`config.mk`:
```
export PLATFORM = sky130hd
export DESIGN_NAME = dbs_dist
export DESIGN_NICKNAME = d
export VERILOG_FILES = /design/src/hdl/assert_macros.svh /design/src/hdl/dbs_pkg.sv /design/src/hdl/dbs_dist.sv
export SDC_FILE = /design/constraint.sdc
export NUM_CORES = 1
export LEC_CHECK = 0
export ABC_CLOCK_PERIOD_IN_PS = 19500
export BUFFER_PORTS_ARGS = -buffer_cell sky130_fd_sc_hd__buf_2
export CORE_ASPECT_RATIO = 2
export CORE_MARGIN = 1.5
export CORE_UTILIZATION = 57
export DETAILED_ROUTE_END_ITERATION = 7
export HOLD_SLACK_MARGIN = 0.06
export PLACE_DENSITY = 0.77
export SLEW_MARGIN = 30
export SYNTH_ARGS = -nofsm -noshare
export SYNTH_HDL_FRONTEND = slang
export SYNTH_SLANG_ARGS = --single-unit
```
`constraint.sdc`:
```
create_clock -name clk -period 19.5 [get_ports clk]
set_input_delay 3.9 -clock clk [delete_from_list [all_inputs] [get_ports clk]]
set_output_delay 3.9 -clock clk [all_outputs]
set_load 0.1 [all_outputs]
```
`src/hdl/assert_macros.svh`:
```
// assertion macros shared by the rtl files
// no dependencies; define NO_ASSERTIONS to compile them out
`ifndef ASSERT_MACROS_SVH
`define ASSERT_MACROS_SVH
`ifndef NO_ASSERTIONS
// antecedent implies consequent in the same cycle
`define DBS_ASSERT_IMP(lbl, clk, rst_n, ante, cons) \
	lbl: assert property (@(posedge clk) disable iff (!rst_n) (ante) |-> (cons)) \
	else $error("implication check failed");
// antecedent implies consequent in the next cycle
`define DBS_ASSERT_NEXT(lbl, clk, rst_n, ante, cons) \
	lbl: assert property (@(posedge clk) disable iff (!rst_n) (ante) |=> (cons)) \
	else $error("next-cycle check failed");
// condition holds in every cycle
`define DBS_ASSERT_ALWAYS(lbl, clk, rst_n, cond) \
	lbl: assert property (@(posedge clk) disable iff (!rst_n) (cond)) \
	else $error("invariant check failed");
`else
`define DBS_ASSERT_IMP(lbl, clk, rst_n, ante, cons)
`define DBS_ASSERT_NEXT(lbl, clk, rst_n, ante, cons)
`define DBS_ASSERT_ALWAYS(lbl, clk, rst_n, cond)
`endif
`endif

```
`src/hdl/dbs_pkg.sv`:
```
// shared constants for the dbscan clustering block
// no dependencies
package dbs_pkg;
	localparam int MAX_POINTS_DEF = 1024;
	localparam int COORD_W = 18;
	localparam int POINT_W = 3 * COORD_W;
	localparam int EPS_W = 38;
	localparam int MINP_W = 11;
	localparam int CFG_W = 38;
	localparam int CFG_IDX_W = 1;
	localparam int IDX_W = 10;
	localparam int CID_W = 10;
	localparam int CNT_W = 11;
	localparam int SQ_W = 2 * COORD_W;

	// register indexes
	localparam logic [CFG_IDX_W-1:0] REG_EPS_SQ = 1'd0;
	localparam logic [CFG_IDX_W-1:0] REG_MIN_POINTS = 1'd1;

	localparam logic [EPS_W-1:0] EPS_RESET = '0;
	localparam logic [MINP_W-1:0] MINP_RESET = 11'd4;

	// operation codes
	localparam logic OP_LOAD = 1'b0;
	localparam logic OP_READ = 1'b1;
endpackage

```
`src/hdl/dbs_dist.sv`:
```
// shared squared-distance unit: one squarer used for the three axes, then compare
// depends on dbs_pkg
module dbs_dist
	import dbs_pkg::*;
(
	input  logic               clk,
	input  logic               arst_n,
	input  logic               start,
	input  logic [POINT_W-1:0] p_pt,
	input  logic [POINT_W-1:0] q_pt,
	input  logic [EPS_W-1:0]   eps_sq,
	output logic               done,
	output logic               near
);
	localparam logic [2:0] PH_IDLE = 3'd0;
	localparam logic [2:0] PH_A = 3'd1;
	localparam logic [2:0] PH_B = 3'd2;
	localparam logic [2:0] PH_C = 3'd3;
	localparam logic [2:0] PH_ACC = 3'd4;
	localparam logic [2:0] PH_CMP = 3'd5;

	logic [2:0]         ph_q;
	logic [POINT_W-1:0] q_q;
	logic [SQ_W-1:0]    sq_q;
	logic [EPS_W-1:0]   acc_q;
	logic [COORD_W-1:0] pc, qc;
	logic [COORD_W:0]   diff, absd;
	logic [COORD_W-1:0] mag;

	// phase counter
	always_ff @(posedge clk or negedge arst_n) begin
		if (!arst_n) begin
			ph_q <= PH_IDLE;
		end else begin
			case (ph_q)
				PH_IDLE: ph_q <= start ? PH_A : PH_IDLE;
				PH_CMP:  ph_q <= PH_IDLE;
				default: ph_q <= ph_q + 3'd1;
			endcase
		end
	end

	// axis select
	always_comb begin
		case (ph_q)
			PH_A: begin
				pc = p_pt[3*COORD_W-1:2*COORD_W];
				qc = q_q[3*COORD_W-1:2*COORD_W];
			end
			PH_B: begin
				pc = p_pt[2*COORD_W-1:COORD_W];
				qc = q_q[2*COORD_W-1:COORD_W];
			end
			default: begin
				pc = p_pt[COORD_W-1:0];
				qc = q_q[COORD_W-1:0];
			end
		endcase
	end

	// absolute difference, fits in the coordinate width
	assign diff = {pc[COORD_W-1], pc} - {qc[COORD_W-1], qc};
	assign absd = diff[COORD_W] ? (~diff + 1'b1) : diff;
	assign mag = absd[COORD_W-1:0];

	// squarer and accumulator
	always_ff @(posedge clk) begin
		if (start && ph_q == PH_IDLE) begin
			q_q <= q_pt;
		end
		sq_q <= mag * mag;
		case (ph_q)
			PH_B:    acc_q <= {{(EPS_W-SQ_W){1'b0}}, sq_q};
			PH_C:    acc_q <= acc_q + {{(EPS_W-SQ_W){1'b0}}, sq_q};
			PH_ACC:  acc_q <= acc_q + {{(EPS_W-SQ_W){1'b0}}, sq_q};
			default: acc_q <= acc_q;
		endcase
	end

	assign done = (ph_q == PH_CMP);
	assign near = (acc_q <= eps_sq);
endmodule

```
==> flow_metrics.env <==
export IMPL_status="finished clean"
export IMPL_clock_skew_ps=9.190
export IMPL_rrSetupSlack_ps=8190
export IMPL_rr_worst_depth=36
export IMPL_cp_max_fo=19
export IMPL_ys_ff_latch=130
export IMPL_wire_per_inst_um=17.90
export IMPL_synth_top_flop_cell="edfxtp_1"
export IMPL_endpoint="sq_q[35]$_DFF_P_"
export IMPL_grt_start_max_net_pins=56
export IMPL_max_freq_ghz=0.07441
export IMPL_end_kind="flip-flop"
export IMPL_fin_crit_ps=13440
export IMPL_ys_warn_count=0
export IMPL_cts_max_level=4
export IMPL_cp_slowest_cell="o41ai_1"
export IMPL_finalWirelength_mm=43.62
export IMPL_crit_required_ps=19810
export IMPL_max_slew_margin_pct=46.19
export IMPL_rsz0062_at_grt="false"
export IMPL_drcViolationCount=0
export IMPL_final_area_um2=19480
export IMPL_die_area_um2=32140
export IMPL_hold_buffers=0
export IMPL_netlist_top_cell_by_area="fa_1"
export IMPL_yosysSeqAreaShare_pct=20.02
export IMPL_first_pass_iters=5
export IMPL_synth_nets=2482
export IMPL_syn_instance_count=1909
export IMPL_crit_start="p_pt[36]"
export IMPL_die_height_um=252.0
export IMPL_syn_area_um2=17670
export IMPL_layout_commonest_cell="inv_1"
export IMPL_place_congestion=0.9430
export IMPL_cts_resized_gates=0
export IMPL_timing_max_transition_violations_final=0
export IMPL_grt_pass1_wl_mm=70.21
export IMPL_cts_root_buffer="clkbuf_16"
export IMPL_vias_per_cell=5.664
export IMPL_finalHoldViolations=0
export IMPL_critPathMaxStageDelay_ps=780
export IMPL_synth_area_leaders="fa_1, edfxtp_1, ha_1, inv_1, dfxtp_1"
export IMPL_overflow=0
export IMPL_arrival_ps=13750
export IMPL_synth_edff_count=92
export IMPL_clk_path_buf_depth=2
export IMPL_synthArstFlopShare_pct=2.308
export IMPL_tritoncts="built"
export IMPL_fp_row_count=91
export IMPL_drt_iter0_drc=821
export IMPL_dpl_cell_count=2404
export IMPL_placeableCoreArea_um2=30630
export IMPL_final_antenna_net_count=0
export IMPL_num_vias=13800
export IMPL_placed_area_um2=18870
export IMPL_start_util_pct=57.71
export IMPL_clk_pin_slew_worst_paths_ps=60
export IMPL_critPathMostFrequentCell="fa_1"
export IMPL_cp_start_kind="input port"
export IMPL_die_w_um=127.5
export IMPL_reg2reg_from="ph_q[1]$_DFF_PN0_"
export IMPL_cts_sinks=130
export IMPL_maxCapViolations=0
export IMPL_nets=2624
export IMPL_area_growth_pct=10.24
export IMPL_fin_cells=2437
export IMPL_worst_slack_ps=6061
export IMPL_post_cts_setup_buffers=0
export IMPL_tns_ps=0
export IMPL_io_pins=151
export IMPL_synthDominantCellAreaShare_pct=24.92
export IMPL_dp_worst_setup_slack_ps=5665
export IMPL_clk_latency_ps=440
export IMPL_worstMarginPinSlew_ps=796.8
export IMPL_io_buffer_count=150
export IMPL_antenna_found_initial=1
export IMPL_yosysUniqueCellTypes=89
export IMPL_crit_type="input port to flip-flop"
export IMPL_hpwl_mm=35.26
export IMPL_avgSynthCellArea_um2=9.258
export IMPL_drive_gt1_share_pct=12.50
export IMPL_mostFrequentLayoutCells="inv_1, fa_1, ha_1, nand2_1, nor2_1"
export IMPL_setup_viol=0
export IMPL_numCtsBuffers=17
export IMPL_grt_pass1_vias=14300
export IMPL_period_share_pct=68.92
export IMPL_grt_use_total_pct=28.10
export IMPL_r2r_end="sq_q[35]$_DFF_P_"
export IMPL_hold_path_class="flip-flop to flip-flop"
[cells by family (layout without fill, tap and decap cells)]
family	after synthesis	after routing	share of synthesized area, %
other	0	1	0
AO/OA/AOI/OAI	367	367	13.92
multiplexers	7	7	0.4177
XOR/XNOR	90	90	4.644
buffers and inverters	419	574	9.090
adder cells (fa/ha/maj)	424	424	39.36
AND/OR/NAND/NOR	472	472	12.54
flip-flops	130	130	20.02
[worst min-delay path by stage]
stage | cells past startpoint | slack [ps] | startpoint | endpoint
2_1_floorplan | 2 | 500 | sq_q[0]$_DFF_P_ | acc_q[0]$_DFFE_PP_
3_3_place_gp | 2 | 510 | sq_q[0]$_DFF_P_ | acc_q[0]$_DFFE_PP_
3_5_place_dp | 2 | 550 | sq_q[9]$_DFF_P_ | acc_q[9]$_DFFE_PP_
4_1_cts | 2 | 560 | sq_q[9]$_DFF_P_ | acc_q[9]$_DFFE_PP_
5_1_grt | 2 | 580 | sq_q[2]$_DFF_P_ | acc_q[2]$_DFFE_PP_
6_report | 2 | 550 | sq_q[9]$_DFF_P_ | acc_q[9]$_DFFE_PP_
[registers in the layout, indices dropped and copies added, names as in the netlist]
signal	cells
q_q	54
acc_q	38
sq_q	35
ph_q	3
[metrics by stage]
stage	hold slack [ps]	util [%]
floorplan	497.7	-
global placement	513.4	61.58
detailed placement	545.1	61.60
CTS	557.9	63.56
global route	580.8	63.61
finish	553.5	63.61
[final cells by class]
class                      count  area [µm²]
tap                          372       465.4
clock buffer                  17       425.4
fill                        2512       11140
multi-input combinational   1360       12570
timing repair buffer         173       923.4
inverter                     369        1385
clock inverter                15       176.4
sequential                   130        3538
antenna                        1       2.502
[worst max-delay path: cells and delay by family]
| kind | cells | cell delay, ps |
|---|---|---|
| xor+xnor | 2 | 760 |
| compound gates | 10 | 2780 |
| fa+ha+maj | 9 | 4230 |
| simple gates | 6 | 1530 |
| buf+inv | 5 | 510 |
[per-layer routing]
layer,GRT usage (%),wire length [µm],vias up
li1,-,-,6582
met1,32.67,16620,6612
met2,51.14,22550,493
met3,3.986,2509,116
met4,11.79,1935,0
met5,0,0,-
[synthesized netlist by cell type, types with 4 or more instances]
| master | instances |
|---|---|
| ha_1 | 204 |
| nor4_1 | 4 |
| dfxtp_1 | 35 |
| clkbuf_1 | 40 |
| buf_2 | 5 |
| o21bai_1 | 19 |
| nand4_1 | 15 |
| o21ai_1 | 9 |
| o21ai_0 | 46 |
| edfxtp_1 | 92 |
| nor3_1 | 17 |
| xor2_1 | 30 |
| fa_1 | 220 |
| nand2_1 | 159 |
| o211ai_1 | 4 |
| a22o_1 | 18 |
| or2_2 | 5 |
| nor2b_1 | 16 |
| a21oi_1 | 119 |
| or3_1 | 7 |
| mux2i_1 | 4 |
| nor2_1 | 160 |
| a211o_1 | 4 |
| a211oi_1 | 8 |
| o31ai_1 | 9 |
| a22oi_1 | 19 |
| and2_1 | 7 |
| a21o_1 | 46 |
| xnor2_1 | 58 |
| a31oi_1 | 10 |
| nand2b_1 | 24 |
| inv_2 | 4 |
| nand3_1 | 22 |
| inv_1 | 360 |
| o21a_1 | 14 |
| clkinv_1 | 5 |
| nor2_4 | 8 |
Power is not shown: default switching activity piles up to over one toggle a cycle in this logic, so the estimate is an artifact.
