## src/hdl/assert_macros.svh

```systemverilog
// assertion macros shared by the rtl files
// no dependencies; define NO_ASSERTIONS to compile them out
`ifndef ASSERT_MACROS_SVH
`define ASSERT_MACROS_SVH
`ifndef NO_ASSERTIONS
// antecedent implies consequent in the same cycle
`define DBS_ASSERT_IMP(lbl, clk, rst_n, ante, cons) \
	lbl: assert property (@(posedge clk) disable iff (!rst_n) (ante) |-> (cons)) \
	else $error("implication check failed");
// antecedent implies consequent in the next cycle
`define DBS_ASSERT_NEXT(lbl, clk, rst_n, ante, cons) \
	lbl: assert property (@(posedge clk) disable iff (!rst_n) (ante) |=> (cons)) \
	else $error("next-cycle check failed");
// condition holds in every cycle
`define DBS_ASSERT_ALWAYS(lbl, clk, rst_n, cond) \
	lbl: assert property (@(posedge clk) disable iff (!rst_n) (cond)) \
	else $error("invariant check failed");
`else
`define DBS_ASSERT_IMP(lbl, clk, rst_n, ante, cons)
`define DBS_ASSERT_NEXT(lbl, clk, rst_n, ante, cons)
`define DBS_ASSERT_ALWAYS(lbl, clk, rst_n, cond)
`endif
`endif

```

## src/hdl/dbs_ram.sv

```systemverilog
// generic single write port ram with registered read
// no dependencies
module dbs_ram #(
	parameter int WIDTH = 8,
	parameter int DEPTH = 16
) (
	input  logic                     clk,
	input  logic                     we,
	input  logic [$clog2(DEPTH)-1:0] waddr,
	input  logic [WIDTH-1:0]         wdata,
	input  logic                     re,
	input  logic [$clog2(DEPTH)-1:0] raddr,
	output logic [WIDTH-1:0]         rdata
);
	logic [WIDTH-1:0] mem_q [DEPTH];
	logic [WIDTH-1:0] rdata_q;

	// write port
	always_ff @(posedge clk) begin
		if (we) begin
			mem_q[waddr] <= wdata;
		end
	end

	// registered read, held while idle
	always_ff @(posedge clk) begin
		if (re) begin
			rdata_q <= mem_q[raddr];
		end
	end

	assign rdata = rdata_q;
endmodule

```

## config.mk

```make
export PLATFORM = sky130hd
export DESIGN_NAME = dbs_ram
export DESIGN_NICKNAME = d
export VERILOG_FILES = /design/src/hdl/assert_macros.svh /design/src/hdl/dbs_ram.sv
export SDC_FILE = /design/constraint.sdc
export NUM_CORES = 1
export LEC_CHECK = 0
export BUFFER_PORTS_ARGS = -buffer_cell sky130_fd_sc_hd__buf_2
export CORE_MARGIN = 1.5
export CORE_UTILIZATION = 60
export CTS_BUF_LIST = sky130_fd_sc_hd__clkbuf_16
export DETAILED_ROUTE_END_ITERATION = 8
export GPL_TIMING_DRIVEN = 0
export PLACE_DENSITY = 0.78
export SETUP_SLACK_MARGIN = 0.02
export SLEW_MARGIN = 30
export SYNTH_ARGS = -nofsm -noshare
export SYNTH_HDL_FRONTEND = slang
export SYNTH_SLANG_ARGS = --single-unit
```

## constraint.sdc

```tcl
create_clock -name clk -period 2.3 [get_ports clk]
set_input_delay 0.115 -clock clk [delete_from_list [all_inputs] [get_ports clk]]
set_output_delay 0.115 -clock clk [all_outputs]
set_load 0.01 [all_outputs]
```

==> results.yml, run 1 <==
yosys:
  yosysTopAreaCellShare: 0.781
  ys_seq_area_frac: 0.781
  ys_ff_latch: 136
  ys.flop_type: "edfxtp_1"
  synth_cell_types: 18
  netlist_instances: 229
  syn_area_um2: 5230
  synth_area_leaders: "edfxtp_1, mux4_2, mux4_1"
  postSynth.asyncResetShare: 0
  yosysMostFrequentCell: "edfxtp_1"
  synth_nets: 248
  avgSynthCellArea_um2: 22.8
  synth_enable_flop_cells: 136
  yosys.area.top_type: "edfxtp_1"
  yosysWarnings: 0
  synthTopCellsByCount: "edfxtp_1, mux4_2, a22oi_1, mux4_1, nor2_1"
timing:
  finalClockSkew_ns: 0.00918
  setup_viol: 0
  fmax_mhz: 636
  hold_violations: 0
  relSlewSlack: 0.470
  tightest_slew_ns: 0.792
  slew_violations: 0
  setup_tns_ns: 0
  fin_crit_ns: 1.57
  rsz0062_at_grt: "no"
  period_share: 0.684
worst_setup_path:
  worst_setup_path_start_kind: "register"
  required_ns: 2.45
  arrival_ns: 1.72
  r2r_cells: 3
  critPathTopFamily: "multiplexers"
  crit_path_cell_trace: "mux4_1 -> a22oi_1 -> nand2_1"
  r2r-end: "rdata[0]"
  reg2reg_from: "mem_q[5][0]"
  critPathMaxFanout: 1
  critPathMaxStageDelay_ns: 0.56
  reg2reg_slack_ns: 0.73
  crit_slowest_cell: "mux4_1"
  critPathCaptureType: "register"
  critPathKind: "reg -> reg"
  path_buf_inv: 0
hold_path:
  holdPathEnd: "rdata[6]"
  hp-class: "in -> reg"
  min_from: "re"
  holdPathStages: 1
detailed_routing:
  drc: 0
  routedWlPerCell_um: 25.5
  first_pass_iters: 5
  post_drt_via_cell_ratio: 6.34
  vias: 2480
  drtAntennaViolNets: 0
  drt_iter0_drc: 270
  wl_um: 9970
final_layout:
  antenna_cells: 0
  n_fill_cell: 476
  area_delta_synth_final_pct: 15.7
  final_nets: 292
  stdcell_area_um2: 6050
  drive_above_1_share: 0.290
job:
  maxCapViolations: 0
floorplanning:
  io_pins: 27
  initial_core_util: 0.627
  fp.dieW_um: 96.3
  coreArea_um2: 8340
  rows: 33
  die_area_um2: 9280
  die_h_um: 96.3
placement:
  dp_hpwl_um: 6040
  gp_congestion: 0.707
  portBuffers: 25
  place_area_um2: 5500
global_route:
  track_usage: 0.241
  grt_pass1_wl_um: 14500
  grt_pass1_vias: 2366
  grt-ovfl-total: 0
  antenna_found_initial: 0
  grt_max_degree: 17
clocking:
  cts_max_path_buffers: 2
  post_cts_buffers: 0
  cts_hold_buffers: 0
  clkTransAtPathRegs_ns: 0.06
  cts_tree: "done"
  clk-insertion-delay-late_ns: 0.41
  htree_levels: 4
  cts.sinks: 136
  ctsResizeCount: 0
  cts_buffers: 17
  cts_root_buffer: "clkbuf_16"
status:
  outcome: "complete, no violations"
power_and_ir_drop:
  ir_drop_mv: 0.653
  powerDensity_nw_per_um2: 921
  p_leak_uw: 0.00204
[placed cells by master (no fill, tap or decap), drive strengths merged, types with 3 or more instances in the layout]
cell type / n
a22oi: 16
buf: 32
clkbuf: 17
clkdlybuf4s25: 3
clkinv: 7
edfxtp: 136
inv: 4
mux4: 32
nand2: 9
nor2: 13
nor3: 4
[worst max-delay path by stage]
stage | cells past startpoint | endpoint | startpoint
floorplan | 2 | mem_q[0][0] | waddr[2]
global placement | 3 | mem_q[0][7] | waddr[2]
detailed placement | 3 | mem_q[0][7] | waddr[2]
CTS | 3 | rdata[0] | mem_q[5][0]
global route | 3 | rdata[0] | mem_q[5][0]
finish | 3 | rdata[0] | mem_q[5][0]
[cell type report]
| type | count | area [µm²] | area share |
|---|---|---|---|
| Clock inverter | 15 | 121 | 0.0201 |
| Tap cell | 105 | 131 | 0.0217 |
| Clock buffer | 17 | 425 | 0.0703 |
| Sequential cell | 136 | 4080 | 0.675 |
| Buffer | 10 | 86.3 | 0.0143 |
| Multi-Input combinational cell | 83 | 1080 | 0.178 |
| Timing Repair Buffer | 25 | 125 | 0.0207 |
[flip-flops by register name, summed over array words and instances (netlist names)]
signal  cells
mem_q     128
rdata       8
[cell families after synthesis]
family	count (synthesis)	share of synthesized area
AND/OR/NAND/NOR	35	0.0314
buffers and inverters	10	0.0165
flip-flops	136	0.781
multiplexers	32	0.148
AO/OA/AOI/OAI	16	0.0230
[power breakdown]
group	leakage, µW	switching, µW	internal [µW]	total [µW]
registers	0.00124	12.9	2790	2810
logic	0.000523	160	108	267
clock network	0.000280	941	1560	2500
total	0.00204	1110	4460	5570
[metal layers]
layer,track usage,share of wire,vias up
li1,-,-,1070
met1,0.357,0.42,1277
met2,0.350,0.48,123
met3,0.0664,0.087,10
met4,0.0870,0.017,0
met5,0,0,-
[through the flow]
step	power, µW	instances	util	setup WS, ns	hold WS, ns
5_1_grt	5700	391	0.725	0.717	0.0544
3_3_place_gp	3100	359	0.658	0.161	0.451
3_5_place_dp	3120	359	0.660	0.496	0.476
2_1_floorplan	3000	229	-	0.692	0.214
4_1_cts	5580	391	0.725	0.715	0.0561
6_report	5570	391	0.725	0.727	0.0630
Note: power is estimated with default switching activity, not from simulation.
==> run 2: changes to the inputs <==
--- a/config.mk
+++ b/config.mk
@@ -7,11 +7,11 @@
 export LEC_CHECK = 0
 export BUFFER_PORTS_ARGS = -buffer_cell sky130_fd_sc_hd__buf_2
 export CORE_MARGIN = 1.5
-export CORE_UTILIZATION = 60
+export CORE_UTILIZATION = 54
 export CTS_BUF_LIST = sky130_fd_sc_hd__clkbuf_16
 export DETAILED_ROUTE_END_ITERATION = 8
 export GPL_TIMING_DRIVEN = 0
-export PLACE_DENSITY = 0.78
+export PLACE_DENSITY = 0.74
 export SETUP_SLACK_MARGIN = 0.02
 export SLEW_MARGIN = 30
 export SYNTH_ARGS = -nofsm -noshare
==> constraint.sdc (replaced) <==
create_clock -name clk -period 1.34 [get_ports clk]
set_input_delay 0.067 -clock clk [delete_from_list [all_inputs] [get_ports clk]]
set_output_delay 0.067 -clock clk [all_outputs]
set_load 0.01 [all_outputs]
==> results.yml, run 2 (synthesized netlist as in run 1, its figures left out) <==
status:
  violations: "setup timing"
  outcome: "complete, but fails checks"
final_layout:
  final_nets: 293
  final_cell_mix: "edfxtp_1, buf_2, mux4_2"
  drive_above_1_share: 0.362
  n_fill_cell: 591
  area_delta_synth_final_pct: 17.7
  largest-register: "mem_q"
  fin_cells: 416
  largest_register_ffs: 128
  final_common_cell: "edfxtp_1"
  antenna_cells: 0
global_route:
  track_usage: 0.219
  grt_pass1_wl_um: 15100
  antenna_found_initial: 0
  grt_max_degree: 17
  grt_pass1_vias: 2460
  grt-ovfl-total: 0
detailed_routing:
  routedWlPerCell_um: 24.1
  vias: 2461
  drt_iter0_drc: 266
  drtAntennaViolNets: 0
  wl_um: 10000
  first_pass_iters: 4
  drc: 0
  post_drt_via_cell_ratio: 5.92
timing:
  relSlewSlack: 0.439
  tightest_slew_ns: 0.839
  slew_violations: 0
  finalClockSkew_ns: 0.0152
  rsz0062_at_grt: "yes"
  setup_tns_ns: -0.836
  setup_ws_ns: -0.153
  fin_crit_ns: 1.49
  hold_violations: 0
  period_share: 1.11
  setup_viol: 8
  fmax_mhz: 670
floorplanning:
  rows: 35
  fp.dieW_um: 101
  die_h_um: 101
  die_area_um2: 10300
  initial_core_util: 0.560
  io_pins: 27
  coreArea_um2: 9330
worst_setup_path:
  critPathKind: "reg -> reg"
  crit_slowest_cell: "mux4_1"
  critPathMaxStageDelay_ns: 0.55
  arrival_ns: 1.65
  critPathMaxFanout: 1
  critPathCaptureType: "register"
  crit_path_cell_trace: "mux4_1 -> a22oi_1 -> nand2_1"
  required_ns: 1.49
  worst_setup_path_start_kind: "register"
clocking:
  cts_buffers: 17
  cts_root_buffer: "clkbuf_16"
  clkTransAtPathRegs_ns: 0.06
  cts_tree: "done"
  clk-insertion-delay-late_ns: 0.41
  cts_max_path_buffers: 2
  htree_levels: 4
  post_cts_buffers: 0
  cts.sinks: 136
placement:
  dp_cells: 383
  gp_congestion: 0.717
  portBuffers: 25
  dp_hpwl_um: 5910
power_and_ir_drop:
  p_leak_uw: 0.00202
  ir_drop_mv: 1.01
  power_uw: 9870
  powerDensity_nw_per_um2: 1600
job:
  maxCapViolations: 0
hold_path:
  hp-class: "in -> reg"
[run 2: changes by cell type in the layout (fill, tap and decap cells not counted), sizes merged]
cell	change
bufinv	+1
clkinv	-1
clkinvlp	+2
dlygate4sd3	+1
inv	-2
[run 2: critical path, delay by kind of cell (launching register included)]
family           cells  cell delay, ns
flip-flops           1            0.37
AND/OR/NAND/NOR      1            0.08
AO/OA/AOI/OAI        1            0.24
multiplexers         1            0.55
[run 2: per-layer routing]
layer / wire, µm / up-vias / share of wire / GRT usage
li1: - / 1063 / - / -
met1: 4340 / 1289 / 0.43 / 0.318
met2: 4890 / 99 / 0.49 / 0.327
met3: 654 / 10 / 0.065 / 0.0545
met4: 141 / 0 / 0.014 / 0.0844
met5: 0 / - / 0 / 0
[run 2: where the power goes]
| part | switching [µW] | internal, µW |
|---|---|---|
| registers | 23.7 | 4800 |
| logic | 285 | 198 |
| clock network | 1670 | 2890 |
[run 2: cell type report]
class | instances | area [µm²] | share of cell area
Buffer | 10 | 93.8 | 0.0153
Sequential cell | 136 | 4080 | 0.664
Multi-Input combinational cell | 83 | 1090 | 0.177
Clock inverter | 15 | 160 | 0.0260
Clock buffer | 17 | 425 | 0.0692
Timing Repair Buffer | 26 | 135 | 0.0220
Tap cell | 129 | 161 | 0.0262
[run 2: repair_timing]
| item | CTS | global route |
|---|---|---|
| setup endpoints to repair | 24 | 16 |
| endpoints found under the hold margin | 8 | 0 |
| hold buffers | 1 | 0 |
| pin swaps | 7 | 1 |
| gates cloned | 0 | 0 |
| gates resized for setup | 17 | 1 |
[run 2: final timing paths]
kind	from	slack, ns	depth (start not counted)	endpoint
hold / removal	wdata[5]	0.05	1	mem_q[7][5]
hold reg to reg	mem_q[11][1]	0.76	3	rdata[1]
setup reg to reg	mem_q[4][3]	-0.15	3	rdata[3]
setup / recovery	mem_q[4][3]	-0.15	3	rdata[3]
[run 2: metrics by stage]
stage | utilization | area [µm²] | hold WS [ns] | setup slack, ns
global route | 0.659 | 6150 | 0.0538 | -0.158
CTS | 0.659 | 6150 | 0.0415 | -0.134
detailed placement | 0.594 | 5540 | 0.412 | -0.413
floorplan | - | 5240 | 0.166 | -0.00296
global placement | 0.592 | 5530 | 0.404 | -0.482
finish | 0.659 | 6150 | 0.0530 | -0.153
